`src/design/rpmat_pkg.sv`:
```
// ----------------------------------------------------------------------------
// rpmat_pkg
// Shared types and constants for the motor RPM aging table.
// ----------------------------------------------------------------------------
package rpmat_pkg;

    localparam int RPM_W       = 32;
    localparam int AGE_W       = 8;
    localparam int MOTOR_W     = 4;
    localparam int MODE_W      = 3;
    localparam int CNT_OUT_W   = 4;
    localparam int MCOUNT_W    = 4;
    localparam int IN_TDATA_W  = 40;
    localparam int OUT_TDATA_W = 40;
    localparam int CFG_ADDR_W  = 2;
    localparam int CFG_DATA_W  = 8;

    localparam logic [AGE_W-1:0]    INVALID_AGE_RST = 8'd3;
    localparam logic [MCOUNT_W-1:0] MOTOR_COUNT_RST = 4'd4;

    typedef enum logic [MODE_W-1:0] {
        MODE_CLEAR  = 3'd0,
        MODE_SAMPLE = 3'd1,
        MODE_MISS   = 3'd2,
        MODE_QUERY  = 3'd3,
        MODE_AVG    = 3'd4
    } t_mode;

    typedef enum logic [CFG_ADDR_W-1:0] {
        CFG_BIDIR       = 2'd0,
        CFG_INVALID_AGE = 2'd1,
        CFG_MOTOR_COUNT = 2'd2
    } t_cfg_idx;

    typedef enum logic [2:0] {
        S_IDLE,
        S_ACCESS,
        S_WALK,
        S_EVAL,
        S_DIV,
        S_DONE
    } t_state;

    typedef struct packed {
        logic load_in;
        logic access;
        logic walk_step;
        logic div_start;
        logic out_load;
    } t_cmd;

    typedef struct packed {
        logic walk_last;
        logic want_div;
        logic div_done;
        logic out_free;
    } t_sts;

endpackage

```
`src/design/rpmat_div.sv`:
```
// ----------------------------------------------------------------------------
// rpmat_div
// Restoring divider, one quotient bit per cycle. Expects remainder-sized
// divisor (the walk count) and the wide RPM sum as dividend.
// ----------------------------------------------------------------------------
module rpmat_div #(
    parameter int DVD_W = 36,
    parameter int DVS_W = 4
) (
    input  logic             i_clk,
    input  logic             i_rst_n,
    input  logic             i_start,
    input  logic [DVD_W-1:0] i_dividend,
    input  logic [DVS_W-1:0] i_divisor,
    output logic             o_done,
    output logic [DVD_W-1:0] o_quotient
);

    localparam int CW = (DVD_W > 1) ? $clog2(DVD_W) : 1;

    logic             r_busy;
    logic [CW-1:0]    r_cnt;
    logic [DVD_W-1:0] r_quo;
    logic [DVS_W-1:0] r_rem;
    logic [DVS_W-1:0] r_dvs;

    logic [DVS_W:0]   shifted;
    logic [DVS_W:0]   diff;
    logic             ge;
    logic [DVS_W-1:0] n_rem;
    logic             last;

    always_comb begin
        shifted = {r_rem, r_quo[DVD_W-1]};
        diff    = shifted - {1'b0, r_dvs};
        ge      = (shifted >= {1'b0, r_dvs});
        n_rem   = ge ? diff[DVS_W-1:0] : shifted[DVS_W-1:0];
        last    = (r_cnt == CW'(DVD_W - 1));
    end

    assign o_done     = r_busy && last;
    assign o_quotient = r_quo;

    always_ff @(posedge i_clk) begin
        if (!i_rst_n) begin
            r_busy <= 1'b0;
        end else if (i_start) begin
            r_busy <= 1'b1;
        end else if (o_done) begin
            r_busy <= 1'b0;
        end
    end

    always_ff @(posedge i_clk) begin
        if (i_start) begin
            r_cnt <= '0;
            r_quo <= i_dividend;
            r_rem <= '0;
            r_dvs <= i_divisor;
        end else if (r_busy) begin
            r_cnt <= r_cnt + CW'(1);
            r_rem <= n_rem;
            r_quo <= {r_quo[DVD_W-2:0], ge};
        end
    end

endmodule

```
`src/design/rpmat_dp.sv`:
```
// ----------------------------------------------------------------------------
// rpmat_dp
// Datapath: configuration registers, per-slot RPM and age stores, the slot
// walk that counts fresh slots and sums RPMs, the divider and the output
// register.
// ----------------------------------------------------------------------------
module rpmat_dp #(
    parameter int MOTOR_SLOTS = 8
) (
    input  logic                                  i_clk,
    input  logic                                  i_rst_n,
    input  logic                                  i_cfg_we,
    input  logic [rpmat_pkg::CFG_ADDR_W-1:0]      i_cfg_addr,
    input  logic [rpmat_pkg::CFG_DATA_W-1:0]      i_cfg_wdata,
    input  logic [rpmat_pkg::IN_TDATA_W-1:0]      i_s_tdata,
    input  logic [rpmat_pkg::MODE_W-1:0]          i_s_tuser,
    input  logic                                  i_m_tready,
    output logic                                  o_m_tvalid,
    output logic [rpmat_pkg::OUT_TDATA_W-1:0]     o_m_tdata,
    input  rpmat_pkg::t_cmd                       i_cmd,
    output rpmat_pkg::t_sts                       o_sts
);

    import rpmat_pkg::*;

    localparam int IW   = (MOTOR_SLOTS > 1) ? $clog2(MOTOR_SLOTS) : 1;
    localparam int CNTW = $clog2(MOTOR_SLOTS + 1);
    localparam int SW   = RPM_W + CNTW;

    // configuration
    logic                r_bidir;
    logic [AGE_W-1:0]    r_invalid;
    logic [MCOUNT_W-1:0] r_mcount;

    // slot stores
    logic [RPM_W-1:0] r_rpm_st [MOTOR_SLOTS];
    logic [AGE_W-1:0] r_age    [MOTOR_SLOTS];

    // request
    t_mode             r_mode;
    logic [MOTOR_W-1:0] r_motor;
    logic [RPM_W-1:0]  r_rpm;

    // per-request results and walk state
    logic              r_ok;
    logic [RPM_W-1:0]  r_result;
    logic [IW-1:0]     r_idx;
    logic [CNTW-1:0]   r_cnt;
    logic [CNTW-1:0]   r_n;
    logic [SW-1:0]     r_sum;

    // output register
    logic                   r_o_valid;
    logic [OUT_TDATA_W-1:0] r_o_data;

    logic              in_range;
    logic [IW-1:0]     sel;
    logic [IW-1:0]     rd_addr;
    logic [AGE_W-1:0]  rd_age;
    logic [RPM_W-1:0]  rd_rpm;
    logic              rd_fresh;
    logic              in_avg_set;
    logic              want_div;
    logic [SW-1:0]     quotient;
    logic              div_done;
    logic              ok_final;
    logic [RPM_W-1:0]  res_final;
    logic [CNT_OUT_W-1:0] fresh_out;
    logic              any_out;

    always_comb begin
        in_range   = ({1'b0, r_motor} < 5'(MOTOR_SLOTS));
        sel        = r_motor[IW-1:0];
        // single read port: the walk owns it while stepping
        rd_addr    = i_cmd.walk_step ? r_idx : sel;
        rd_age     = r_age[rd_addr];
        rd_rpm     = r_rpm_st[rd_addr];
        rd_fresh   = (rd_age < r_invalid);
        in_avg_set = (5'(r_idx) < 5'(r_mcount));
        want_div   = (r_mode == MODE_AVG) && r_bidir && (r_n != '0);
        ok_final   = (r_mode == MODE_AVG) ? want_div : r_ok;
        res_final  = ((r_mode == MODE_AVG) && want_div) ? quotient[RPM_W-1:0] : r_result;
        fresh_out  = (5'(r_cnt) > 5'd15) ? 4'd15 : 4'(r_cnt);
        any_out    = (r_cnt != '0);
    end

    assign o_sts.walk_last = (r_idx == IW'(MOTOR_SLOTS - 1));
    assign o_sts.want_div  = want_div;
    assign o_sts.div_done  = div_done;
    assign o_sts.out_free  = !r_o_valid || i_m_tready;

    assign o_m_tvalid = r_o_valid;
    assign o_m_tdata  = r_o_data;

    rpmat_div #(
        .DVD_W (SW),
        .DVS_W (CNTW)
    ) u_div (
        .i_clk      (i_clk),
        .i_rst_n    (i_rst_n),
        .i_start    (i_cmd.div_start),
        .i_dividend (r_sum),
        .i_divisor  (r_n),
        .o_done     (div_done),
        .o_quotient (quotient)
    );

    // configuration, stores and output valid
    always_ff @(posedge i_clk) begin
        if (!i_rst_n) begin
            r_bidir   <= 1'b0;
            r_invalid <= INVALID_AGE_RST;
            r_mcount  <= MOTOR_COUNT_RST;
            r_o_valid <= 1'b0;
            for (int s = 0; s < MOTOR_SLOTS; s++) begin
                r_rpm_st[s] <= '0;
                r_age[s]    <= INVALID_AGE_RST;
            end
        end else begin
            if (i_cfg_we) begin
                unique case (t_cfg_idx'(i_cfg_addr))
                    CFG_BIDIR:       r_bidir   <= i_cfg_wdata[0];
                    CFG_INVALID_AGE: r_invalid <= i_cfg_wdata[AGE_W-1:0];
                    CFG_MOTOR_COUNT: r_mcount  <= i_cfg_wdata[MCOUNT_W-1:0];
                    default: ;
                endcase
            end
            if (i_cmd.access) begin
                unique case (r_mode)
                    MODE_CLEAR: begin
                        for (int s = 0; s < MOTOR_SLOTS; s++) begin
                            r_rpm_st[s] <= '0;
                            r_age[s]    <= r_invalid;
                        end
                    end
                    MODE_SAMPLE: begin
                        if (in_range) begin
                            r_rpm_st[sel] <= r_rpm;
                            r_age[sel]    <= '0;
                        end
                    end
                    MODE_MISS: begin
                        // saturate at the stale threshold
                        if (in_range && rd_fresh) begin
                            r_age[sel] <= rd_age + AGE_W'(1);
                        end
                    end
                    default: ;
                endcase
            end
            if (i_cmd.out_load) begin
                r_o_valid <= 1'b1;
            end else if (i_m_tready) begin
                r_o_valid <= 1'b0;
            end
        end
    end

    // request capture, walk and output data
    always_ff @(posedge i_clk) begin
        if (i_cmd.load_in) begin
            r_mode  <= t_mode'(i_s_tuser);
            r_motor <= i_s_tdata[MOTOR_W-1:0];
            r_rpm   <= i_s_tdata[MOTOR_W +: RPM_W];
        end
        if (i_cmd.access) begin
            r_idx <= '0;
            r_cnt <= '0;
            r_n   <= '0;
            r_sum <= '0;
            unique case (r_mode)
                MODE_CLEAR: begin
                    r_ok     <= 1'b1;
                    r_result <= '0;
                end
                MODE_SAMPLE, MODE_MISS: begin
                    r_ok     <= in_range;
                    r_result <= '0;
                end
                MODE_QUERY: begin
                    r_ok     <= in_range && r_bidir && rd_fresh;
                    r_result <= (in_range && r_bidir && rd_fresh) ? rd_rpm : '0;
                end
                default: begin
                    r_ok     <= 1'b0;
                    r_result <= '0;
                end
            endcase
        end
        if (i_cmd.walk_step) begin
            r_idx <= r_idx + IW'(1);
            if (rd_fresh) begin
                r_cnt <= r_cnt + CNTW'(1);
                if (in_avg_set) begin
                    r_sum <= r_sum + SW'(rd_rpm);
                    r_n   <= r_n + CNTW'(1);
                end
            end
        end
        if (i_cmd.out_load) begin
            r_o_data <= {2'b00, any_out, fresh_out, res_final, ok_final};
        end
    end

endmodule

```
`src/design/rpmat_ctrl.sv`:
```
// ----------------------------------------------------------------------------
// rpmat_ctrl
// Sequencer: takes one request, runs the update, walks every slot, starts
// the divider for an average and hands the result to the output register.
// ----------------------------------------------------------------------------
module rpmat_ctrl (
    input  logic            i_clk,
    input  logic            i_rst_n,
    input  logic            i_s_tvalid,
    output logic            o_s_tready,
    input  rpmat_pkg::t_sts i_sts,
    output rpmat_pkg::t_cmd o_cmd
);

    import rpmat_pkg::*;

    t_state r_state;
    t_state n_state;

    always_ff @(posedge i_clk) begin
        if (!i_rst_n) begin
            r_state <= S_IDLE;
        end else begin
            r_state <= n_state;
        end
    end

    always_comb begin
        n_state = r_state;
        unique case (r_state)
            S_IDLE:   if (i_s_tvalid) n_state = S_ACCESS;
            S_ACCESS: n_state = S_WALK;
            S_WALK:   if (i_sts.walk_last) n_state = S_EVAL;
            S_EVAL:   n_state = i_sts.want_div ? S_DIV : S_DONE;
            S_DIV:    if (i_sts.div_done) n_state = S_DONE;
            S_DONE:   if (i_sts.out_free) n_state = S_IDLE;
            default:  n_state = S_IDLE;
        endcase
    end

    always_comb begin
        o_s_tready = 1'b0;
        o_cmd      = '0;
        unique case (r_state)
            S_IDLE: begin
                o_s_tready    = 1'b1;
                o_cmd.load_in = i_s_tvalid;
            end
            S_ACCESS: o_cmd.access    = 1'b1;
            S_WALK:   o_cmd.walk_step = 1'b1;
            S_EVAL:   o_cmd.div_start = i_sts.want_div;
            S_DIV:    ;
            S_DONE:   o_cmd.out_load  = i_sts.out_free;
            default:  ;
        endcase
    end

endmodule

```
`src/design/motor_rpm_aging_table.sv`:
```
// ----------------------------------------------------------------------------
// motor_rpm_aging_table
// Per-motor RPM table with saturating ages, fresh-slot count and average.
// ----------------------------------------------------------------------------
// Usage: a request enters on the s channel (tuser = mode, tdata = motor and
// rpm_in) and yields exactly one result on the m channel (ok, rpm_out,
// fresh_count, any_active). Configuration registers must be written through the
// cfg port while no request is in flight; the block itself does not enforce this.
// Sequence: a request is accepted in the idle state, then the block updates
// the table, walks the slots (one slot per cycle over the single store read
// port) and decides; a successful average then runs through the bit-serial
// divider. The result is then loaded into the output register when it is free.
// The output register frees the input side: the next request is accepted
// while a result still waits. If a result is still stalled when the next
// one is ready, the block holds it and stops accepting until m takes it.
// Reset clears all RPMs to zero, sets every age and invalid_age to 3,
// motor_count to 4 and bidir_enabled to 0; the block is ready at once.
// ----------------------------------------------------------------------------
module motor_rpm_aging_table #(
    parameter int MOTOR_SLOTS = 8
) (
    input  logic                                  i_clk,
    input  logic                                  i_rst_n,
    input  logic                                  i_cfg_we,
    input  logic [rpmat_pkg::CFG_ADDR_W-1:0]      i_cfg_addr,
    input  logic [rpmat_pkg::CFG_DATA_W-1:0]      i_cfg_wdata,
    input  logic                                  i_s_tvalid,
    output logic                                  o_s_tready,
    // [3:0] motor, [35:4] rpm_in, [39:36] zero
    input  logic [rpmat_pkg::IN_TDATA_W-1:0]      i_s_tdata,
    // [2:0] mode
    input  logic [rpmat_pkg::MODE_W-1:0]          i_s_tuser,
    output logic                                  o_m_tvalid,
    input  logic                                  i_m_tready,
    // [0] ok, [32:1] rpm_out, [36:33] fresh_count, [37] any_active, [39:38] zero
    output logic [rpmat_pkg::OUT_TDATA_W-1:0]     o_m_tdata
);

    import rpmat_pkg::*;

    t_cmd cmd;
    t_sts sts;

    rpmat_ctrl u_ctrl (
        .i_clk      (i_clk),
        .i_rst_n    (i_rst_n),
        .i_s_tvalid (i_s_tvalid),
        .o_s_tready (o_s_tready),
        .i_sts      (sts),
        .o_cmd      (cmd)
    );

    rpmat_dp #(
        .MOTOR_SLOTS (MOTOR_SLOTS)
    ) u_dp (
        .i_clk       (i_clk),
        .i_rst_n     (i_rst_n),
        .i_cfg_we    (i_cfg_we),
        .i_cfg_addr  (i_cfg_addr),
        .i_cfg_wdata (i_cfg_wdata),
        .i_s_tdata   (i_s_tdata),
        .i_s_tuser   (i_s_tuser),
        .i_m_tready  (i_m_tready),
        .o_m_tvalid  (o_m_tvalid),
        .o_m_tdata   (o_m_tdata),
        .i_cmd       (cmd),
        .o_sts       (sts)
    );

endmodule

```
`config.mk`:
```
export PLATFORM = sky130hd
export DESIGN_NAME = motor_rpm_aging_table
export DESIGN_NICKNAME = d
export VERILOG_FILES = /design/src/design/rpmat_pkg.sv /design/src/design/rpmat_div.sv /design/src/design/rpmat_dp.sv /design/src/design/rpmat_ctrl.sv /design/src/design/motor_rpm_aging_table.sv
export SDC_FILE = /design/constraint.sdc
export NUM_CORES = 1
export LEC_CHECK = 0
export BUFFER_PORTS_ARGS = -buffer_cell sky130_fd_sc_hd__buf_2
export CORE_ASPECT_RATIO = 1.5
export CORE_MARGIN = 2
export CORE_UTILIZATION = 55
export DETAILED_ROUTE_END_ITERATION = 6
export HOLD_SLACK_MARGIN = 0.05
export PLACE_DENSITY = 0.72
export SETUP_SLACK_MARGIN = 0.5
export SKIP_LAST_GASP = 1
export SYNTH_ARGS = -nofsm -noshare
export SYNTH_HDL_FRONTEND = slang
export SYNTH_SLANG_ARGS = --single-unit
```
`constraint.sdc`:
```
create_clock -name i_clk -period 14.9 [get_ports i_clk]
set_input_delay 2.98 -clock i_clk [delete_from_list [all_inputs] [get_ports i_clk]]
set_output_delay 2.98 -clock i_clk [all_outputs]
set_load 0.02 [all_outputs]
```
**Word level (Yosys, flattened, before mapping)**

Memories as Yosys holds them, arrays and structs flattened.
Cells that the tools add are included.

- Memories kept: 2
- Register bits after elaboration: 225
- RAM bits: 320
- Output and inout port bits: 42
- Input port bits: 58

Memory list:

| name | words | bits a word | read ports | clocked after memory_dff | wr ports | RTL line | text |
|---|---|---|---|---|---|---|---|
| u_dp.r_rpm_st | 8 | 32 | 1 | 0 | 8 | rpmat_dp.sv:36 | `logic [RPM_W-1:0] r_rpm_st [MOTOR_SLOTS];` |
| u_dp.r_age | 8 | 8 | 1 | 0 | 8 | rpmat_dp.sv:37 | `logic [AGE_W-1:0] r_age [MOTOR_SLOTS];` |

- $add $sub $neg: 7
- Bitwise logic cells: 17
- Mux-type cells: 74
- Reduce and logical (&&, ||, !) cells: 26
- Magnitude comparators: 4
- Eq/ne operators: 17

Operators by type and width:

| kind | count |
|---|---|
| 32-bit 2-to-1 mux | 10 |
| 36-bit 2-to-1 mux | 6 |
| 8-bit 2-to-1 mux | 10 |
| 36-bit by 32-bit adder with 36-bit output | 1 |
| 4-bit 2-to-1 mux | 8 |
| 32-bit OR reduction | 1 |
| 1-bit 2-to-1 mux | 29 |
| 3-bit 2-to-1 mux | 9 |
| 3-bit one-hot mux with 6 select lines | 1 |
| 1-bit bitwise OR | 17 |
| 3-bit by 2-bit equality test with 1-bit output (second input constant) | 4 |
| 3-bit equality test (second input constant) | 4 |
| 4-bit by 1-bit adder with 4-bit output (second input constant) | 2 |
| 8-bit by 1-bit adder with 8-bit output (second input constant) | 1 |
| 8-bit less-than comparator | 1 |
| 2-bit AND reduction | 4 |
| 2-bit nonzero test | 4 |
| 4-bit nonzero test | 2 |
| 8-bit OR reduction | 1 |
| 1-bit logical AND | 7 |
| 6-bit by 1-bit adder with 6-bit output (second input constant) | 1 |
| 3-bit by 1-bit equality test with 1-bit output (second input constant) | 2 |
| 6-bit equality test (second input constant) | 1 |
| 3-bit zero test | 2 |
| other kinds (15) | 17 |

**Depth between registers and ports, before layout**

An unclocked memory read counts as a cell.

- Depth in word-level cells: 14
- Depth in mapped cells: 23
- Gate-level depth less buffers: 17

**Modules after synthesis**

A second synthesis with hierarchy kept.

- Cells, all modules: 1980
- Area, all modules: 25881.1 um^2

Modules (own cells, without submodules):

| module | cells an instance | area each (um^2) | times used |
|---|---|---|---|
| rpmat_dp | 1794 | 23368.7 | 1 |
| rpmat_div | 158 | 2280.9 | 1 |
| rpmat_ctrl | 28 | 231.5 | 1 |

**Worst setup path before layout**

OpenSTA, ideal clock, no wires.

- Path type: input to register
- Start: in i_rst_n
- End: mem u_dp.r_rpm_st[6][0], enable pin
- Slack: 8643 ps
- Arrival: 5791 ps
- Path buffers: 0
- Stages: 3
- Library setup time: 466 ps
- Cell sequence: nand3_1 -> nand3b_1 -> o21ai_0

RTL lines:

| what | RTL line | text |
|---|---|---|
| start: declaration | motor_rpm_aging_table.sv:23 | `input logic i_rst_n,` |
| end: declaration | rpmat_dp.sv:36 |  |

**Final worst setup path**

- Start: reg u_ctrl.r_state[1]
- End: reg u_dp.r_sum[27]

- Longest elaborated chain between the ends: 8
- Elaborated cells on any way between the ends: 13
- Those cells by class: add/sub: 1; order compare: 1; eq/ne: 2; mux: 7; memory: 2

Ends and longest elaborated chain:

| what | RTL line | text |
|---|---|---|
| start: declaration | rpmat_ctrl.sv:17 | `t_state r_state;` |
| start signal: assignment | rpmat_ctrl.sv:24 | `r_state <= n_state;` |
| 3-bit by 2-bit equality test with 1-bit output | rpmat_ctrl.sv:44 | `unique case (r_state)` |
| 1-bit 2-to-1 mux | rpmat_ctrl.sv:44 |  |
| 3-bit 2-to-1 mux | rpmat_dp.sv:75 | `rd_addr = i_cmd.walk_step ? r_idx : sel;` |
| memory 8 x 32 bit | - |  |
| net u_dp.rd_rpm[12] | rpmat_dp.sv:60 | `logic [RPM_W-1:0] rd_rpm;` |
| 36-bit by 32-bit adder with 36-bit output | rpmat_dp.sv:195 | `r_sum <= r_sum + SW'(rd_rpm);` |
| 36-bit 2-to-1 mux | rpmat_dp.sv:194 | `if (in_avg_set) begin` |
| 36-bit 2-to-1 mux | rpmat_dp.sv:192 | `if (rd_fresh) begin` |
| 36-bit 2-to-1 mux | rpmat_dp.sv:190 | `if (i_cmd.walk_step) begin` |
| end signal: assignment | rpmat_dp.sv:195 |  |
| end: declaration | rpmat_dp.sv:50 | `logic [SW-1:0] r_sum;` |

The timed path passes the listed nets, and every way through them passes these cells.
A chain may end at the register's enable or synchronous reset.

==> metrics.txt <==
hold crit path type=reg2reg; FF-to-FF path depth=18; Port Buffers=93; Peak Freq=0.150 GHz; met2 routed WL=33100 µm; Rel. slew slack=8.50%; antenna-violating nets left=0; Post-Syn Area per Cell=11.2 µm²; clock transition at the registers of the reported paths=0.06 ns; post_cts resized=0; Sw Ratio=36.5%; Fill cells=3665; Seq pwr share=42.0%; LEAKAGE=11.5 nW; yosys warns=0; Clk Tree Root Cell=clkbuf_16; Hold Path Depth=1; initial antenna violation count=1; Tcrit/Tclk final=44.6%; leading cell type by number of instances after synthesis=edfxtp_1; via count=18100; post-synthesis sequential area ratio=60.9%; P_sw=1.71 mW; Die Width=180 µm; final std cells w/o fill=2951; insertion delay to the later sink of the worst-skew pair=0.58 ns; Least-Margin Pin Slew=1.37 ns; vias per cell=6.13; unrepaired setup endpoints after global routing=false; critical path required time=15.34 ns; final WL=63500 µm; Setup-failing EPs final=0; worst hold endpoint=u_dp.r_sum[35]$_DFF_P_; nets=2428; largest net degree at the start of global routing=164; fin crit period=6.65 ns; outcome=completed; clock network fraction of design power=25.8%; DR iter-0 viols=1758; FFs w/ async S/R, synth=0%; Setup TNS Final=0 ns; Internal=2.97 mW; pwr/cell area=166 nW/µm²; max-cap violation count=0; largest cells by area after synthesis=edfxtp_1 (55%), and3_1 (6.6%), dfxtp_1 (5.6%); DPL Wire Length=37200 µm; CP Class=reg2reg; Netlist cell types=69; Row Count=97; Comb pwr share=32.2%; arrival time at the worst endpoint=7.09 ns; clock sink count=545; Inst Count DP=2857; CTS Buf Count=50; DRT Pass-1 Iters=6; Post-Synthesis Cell Area=25700 µm²; Diodes inserted=0; CTS Hold Bufs=0; pins over their slew limit=0; Routed WL per cell=21.5 µm; remaining routing DRC violations=0; Synth top area share=55.3%; first-pass GRT wire length=98100 µm; global route overflow=0; share of layout cells above drive strength 1=13.1%; Initial Util=55.4%; Post-Syn Instances=2286; WL met3=4140 µm; Peak VDD IR=0.000116 V; Top Metal Used=met4; vias in the first global route=18077; Max clock buf depth=3; CORE AREA=46400 µm²; GRT Overall Usage=25.8%; ys flop type=edfxtp_1; routed length on met1=24000 µm; CTS tree=done; crit start category=flip-flop; min-delay src=u_dp.r_sum[35]$_DFF_P_; Layout area overhead=10.0%; Die Y=269 µm; I/O Pins=100; GP Congestion=0.938; worst r2r dst=u_dp.r_sum[27]$_DFF_P_; Worst R2R Setup Slack=8.25 ns; most frequent cells after synthesis=edfxtp_1 (473), nand2_1 (383), and3_1 (270), nand3_1 (229), o21ai_0 (134); count of state elements after synthesis=545; die area=48500 µm²; total chip power=4.68 mW; EDFF count, synth=473; crit path max fanout=73; cell taking the most area after synthesis=edfxtp_1; RR Startpoint=u_ctrl.r_state[1]$_SDFFE_PN0P_; Fin. Hold Viols=0; post-CTS setup buffers=0; Setup crit end kind=flip-flop; H-Tree Depth=2; clk_skew=0.0151 ns
-- critical path: stages (launching register included) --
cell      delay (ns)
dfxtp_1         0.55
or3b_1          0.66
a21oi_4         0.23
buf_4           0.67
buf_4           0.77
nand2_1         0.13
nand3_1         0.12
nand2_1         0.06
o21ai_0         0.51
ha_1            0.42
a21oi_1         0.28
o21ai_0         0.19
a221oi_1        0.63
nor2b_1         0.14
or2_2           0.36
a221o_1         0.31
a21oi_1         0.18
xor2_1          0.15
o21ai_0         0.08
-- per-layer routing --
metal	track usage, %	up-vias
met5	0	-
met4	11.0	0
met3	2.65	163
met2	47.5	766
met1	30.8	8774
li1	-	8397
-- state kept, by name, summed over array words and instances (netlist names), 6 cells and up --
register               cells
u_dp.o_m_tdata            38
u_dp.r_invalid             8
u_dp.u_div.r_cnt           6
u_dp.u_div.o_quotient     36
u_dp.r_result             32
u_dp.r_rpm_st            256
u_dp.r_sum                36
u_dp.r_rpm                32
u_dp.r_age                64
-- cell usage in the layout (no fill, tap or decap), drive strengths merged, types with 4 or more instances in the layout --
cell    count
nor4        4
or3         8
clkinv     16
o31ai       9
and3      270
o21a        5
a21o       13
xnor2      21
or2         4
a221o       5
nand3     229
edfxtp    473
dfxtp      72
inv        43
nor3b       4
xor2       18
nor2b      19
o22ai      21
a21oi      44
ha         53
o21ai     137
nand2     383
clkbuf     73
a211oi      4
mux2i      49
nand4       9
nand2b     11
a31o        5
nor2       57
a21boi      4
a31oi       5
and2       40
a221oi      4
nand3b      4
buf       128
nor3       11
mux2       68
-- power groups by stage --
stage,clock network (mW),registers (mW),logic (mW)
6_report,1.21,1.97,1.51
2_1_floorplan,0,1.95,1.05
3_5_place_dp,0,2.00,1.49
5_1_grt,1.28,1.99,1.65
4_1_cts,1.22,1.96,1.49
3_3_place_gp,0,1.98,1.44
-- worst max-delay path by stage --
stage,to,depth (start not counted),slack [ns],startpoint
3_3_place_gp,u_dp.r_sum[27]$_DFF_P_,18,8.62,u_ctrl.r_state[1]$_SDFFE_PN0P_
2_1_floorplan,u_dp.r_rpm_st[6][0]$_SDFFCE_PN0P_,3,8.64,i_rst_n
5_1_grt,u_dp.r_sum[27]$_DFF_P_,18,8.01,u_ctrl.r_state[1]$_SDFFE_PN0P_
3_5_place_dp,u_dp.r_sum[27]$_DFF_P_,18,8.54,u_ctrl.r_state[1]$_SDFFE_PN0P_
4_1_cts,u_dp.r_sum[32]$_DFF_P_,17,8.50,u_ctrl.r_state[1]$_SDFFE_PN0P_
6_report,u_dp.r_sum[27]$_DFF_P_,18,8.25,u_ctrl.r_state[1]$_SDFFE_PN0P_
-- kinds of logic after synthesis --
family	Yosys count	synth area share [%]
AOI/OAI and AO/OA	274	6.49
xor gates and xnor gates	39	1.33
adders and majority gates	55	2.74
buffers and inverters	193	2.93
DFF	545	60.9
muxes	119	5.06
other	1	0.0146
and+or+nand+nor	1060	20.5
-- area by class of cell --
type	count	area [µm²]	share of cell area, %
multi-input combinational	1549	9490	33.6
tap	594	743	2.63
clock buffer	73	1360	4.80
clock inverter	21	144	0.509
inverter	41	154	0.544
timing repair buffer	128	728	2.58
sequential	545	15600	55.3
-- per-stage QoR --
step / cell area (µm²) / hold WS, ns / setup WS (ns) / util [%]
final: 28300 / 0.458 / 8.25 / 61.0
after global routing: 28300 / 0.510 / 8.01 / 61.0
after global placement: 26800 / 0.447 / 8.62 / 57.7
after detailed placement: 26800 / 0.450 / 8.54 / 57.7
after floorplan: 25700 / 0.428 / 8.64 / -
after CTS: 28300 / 0.461 / 8.50 / 61.0
(Power assumes the default switching activity.)
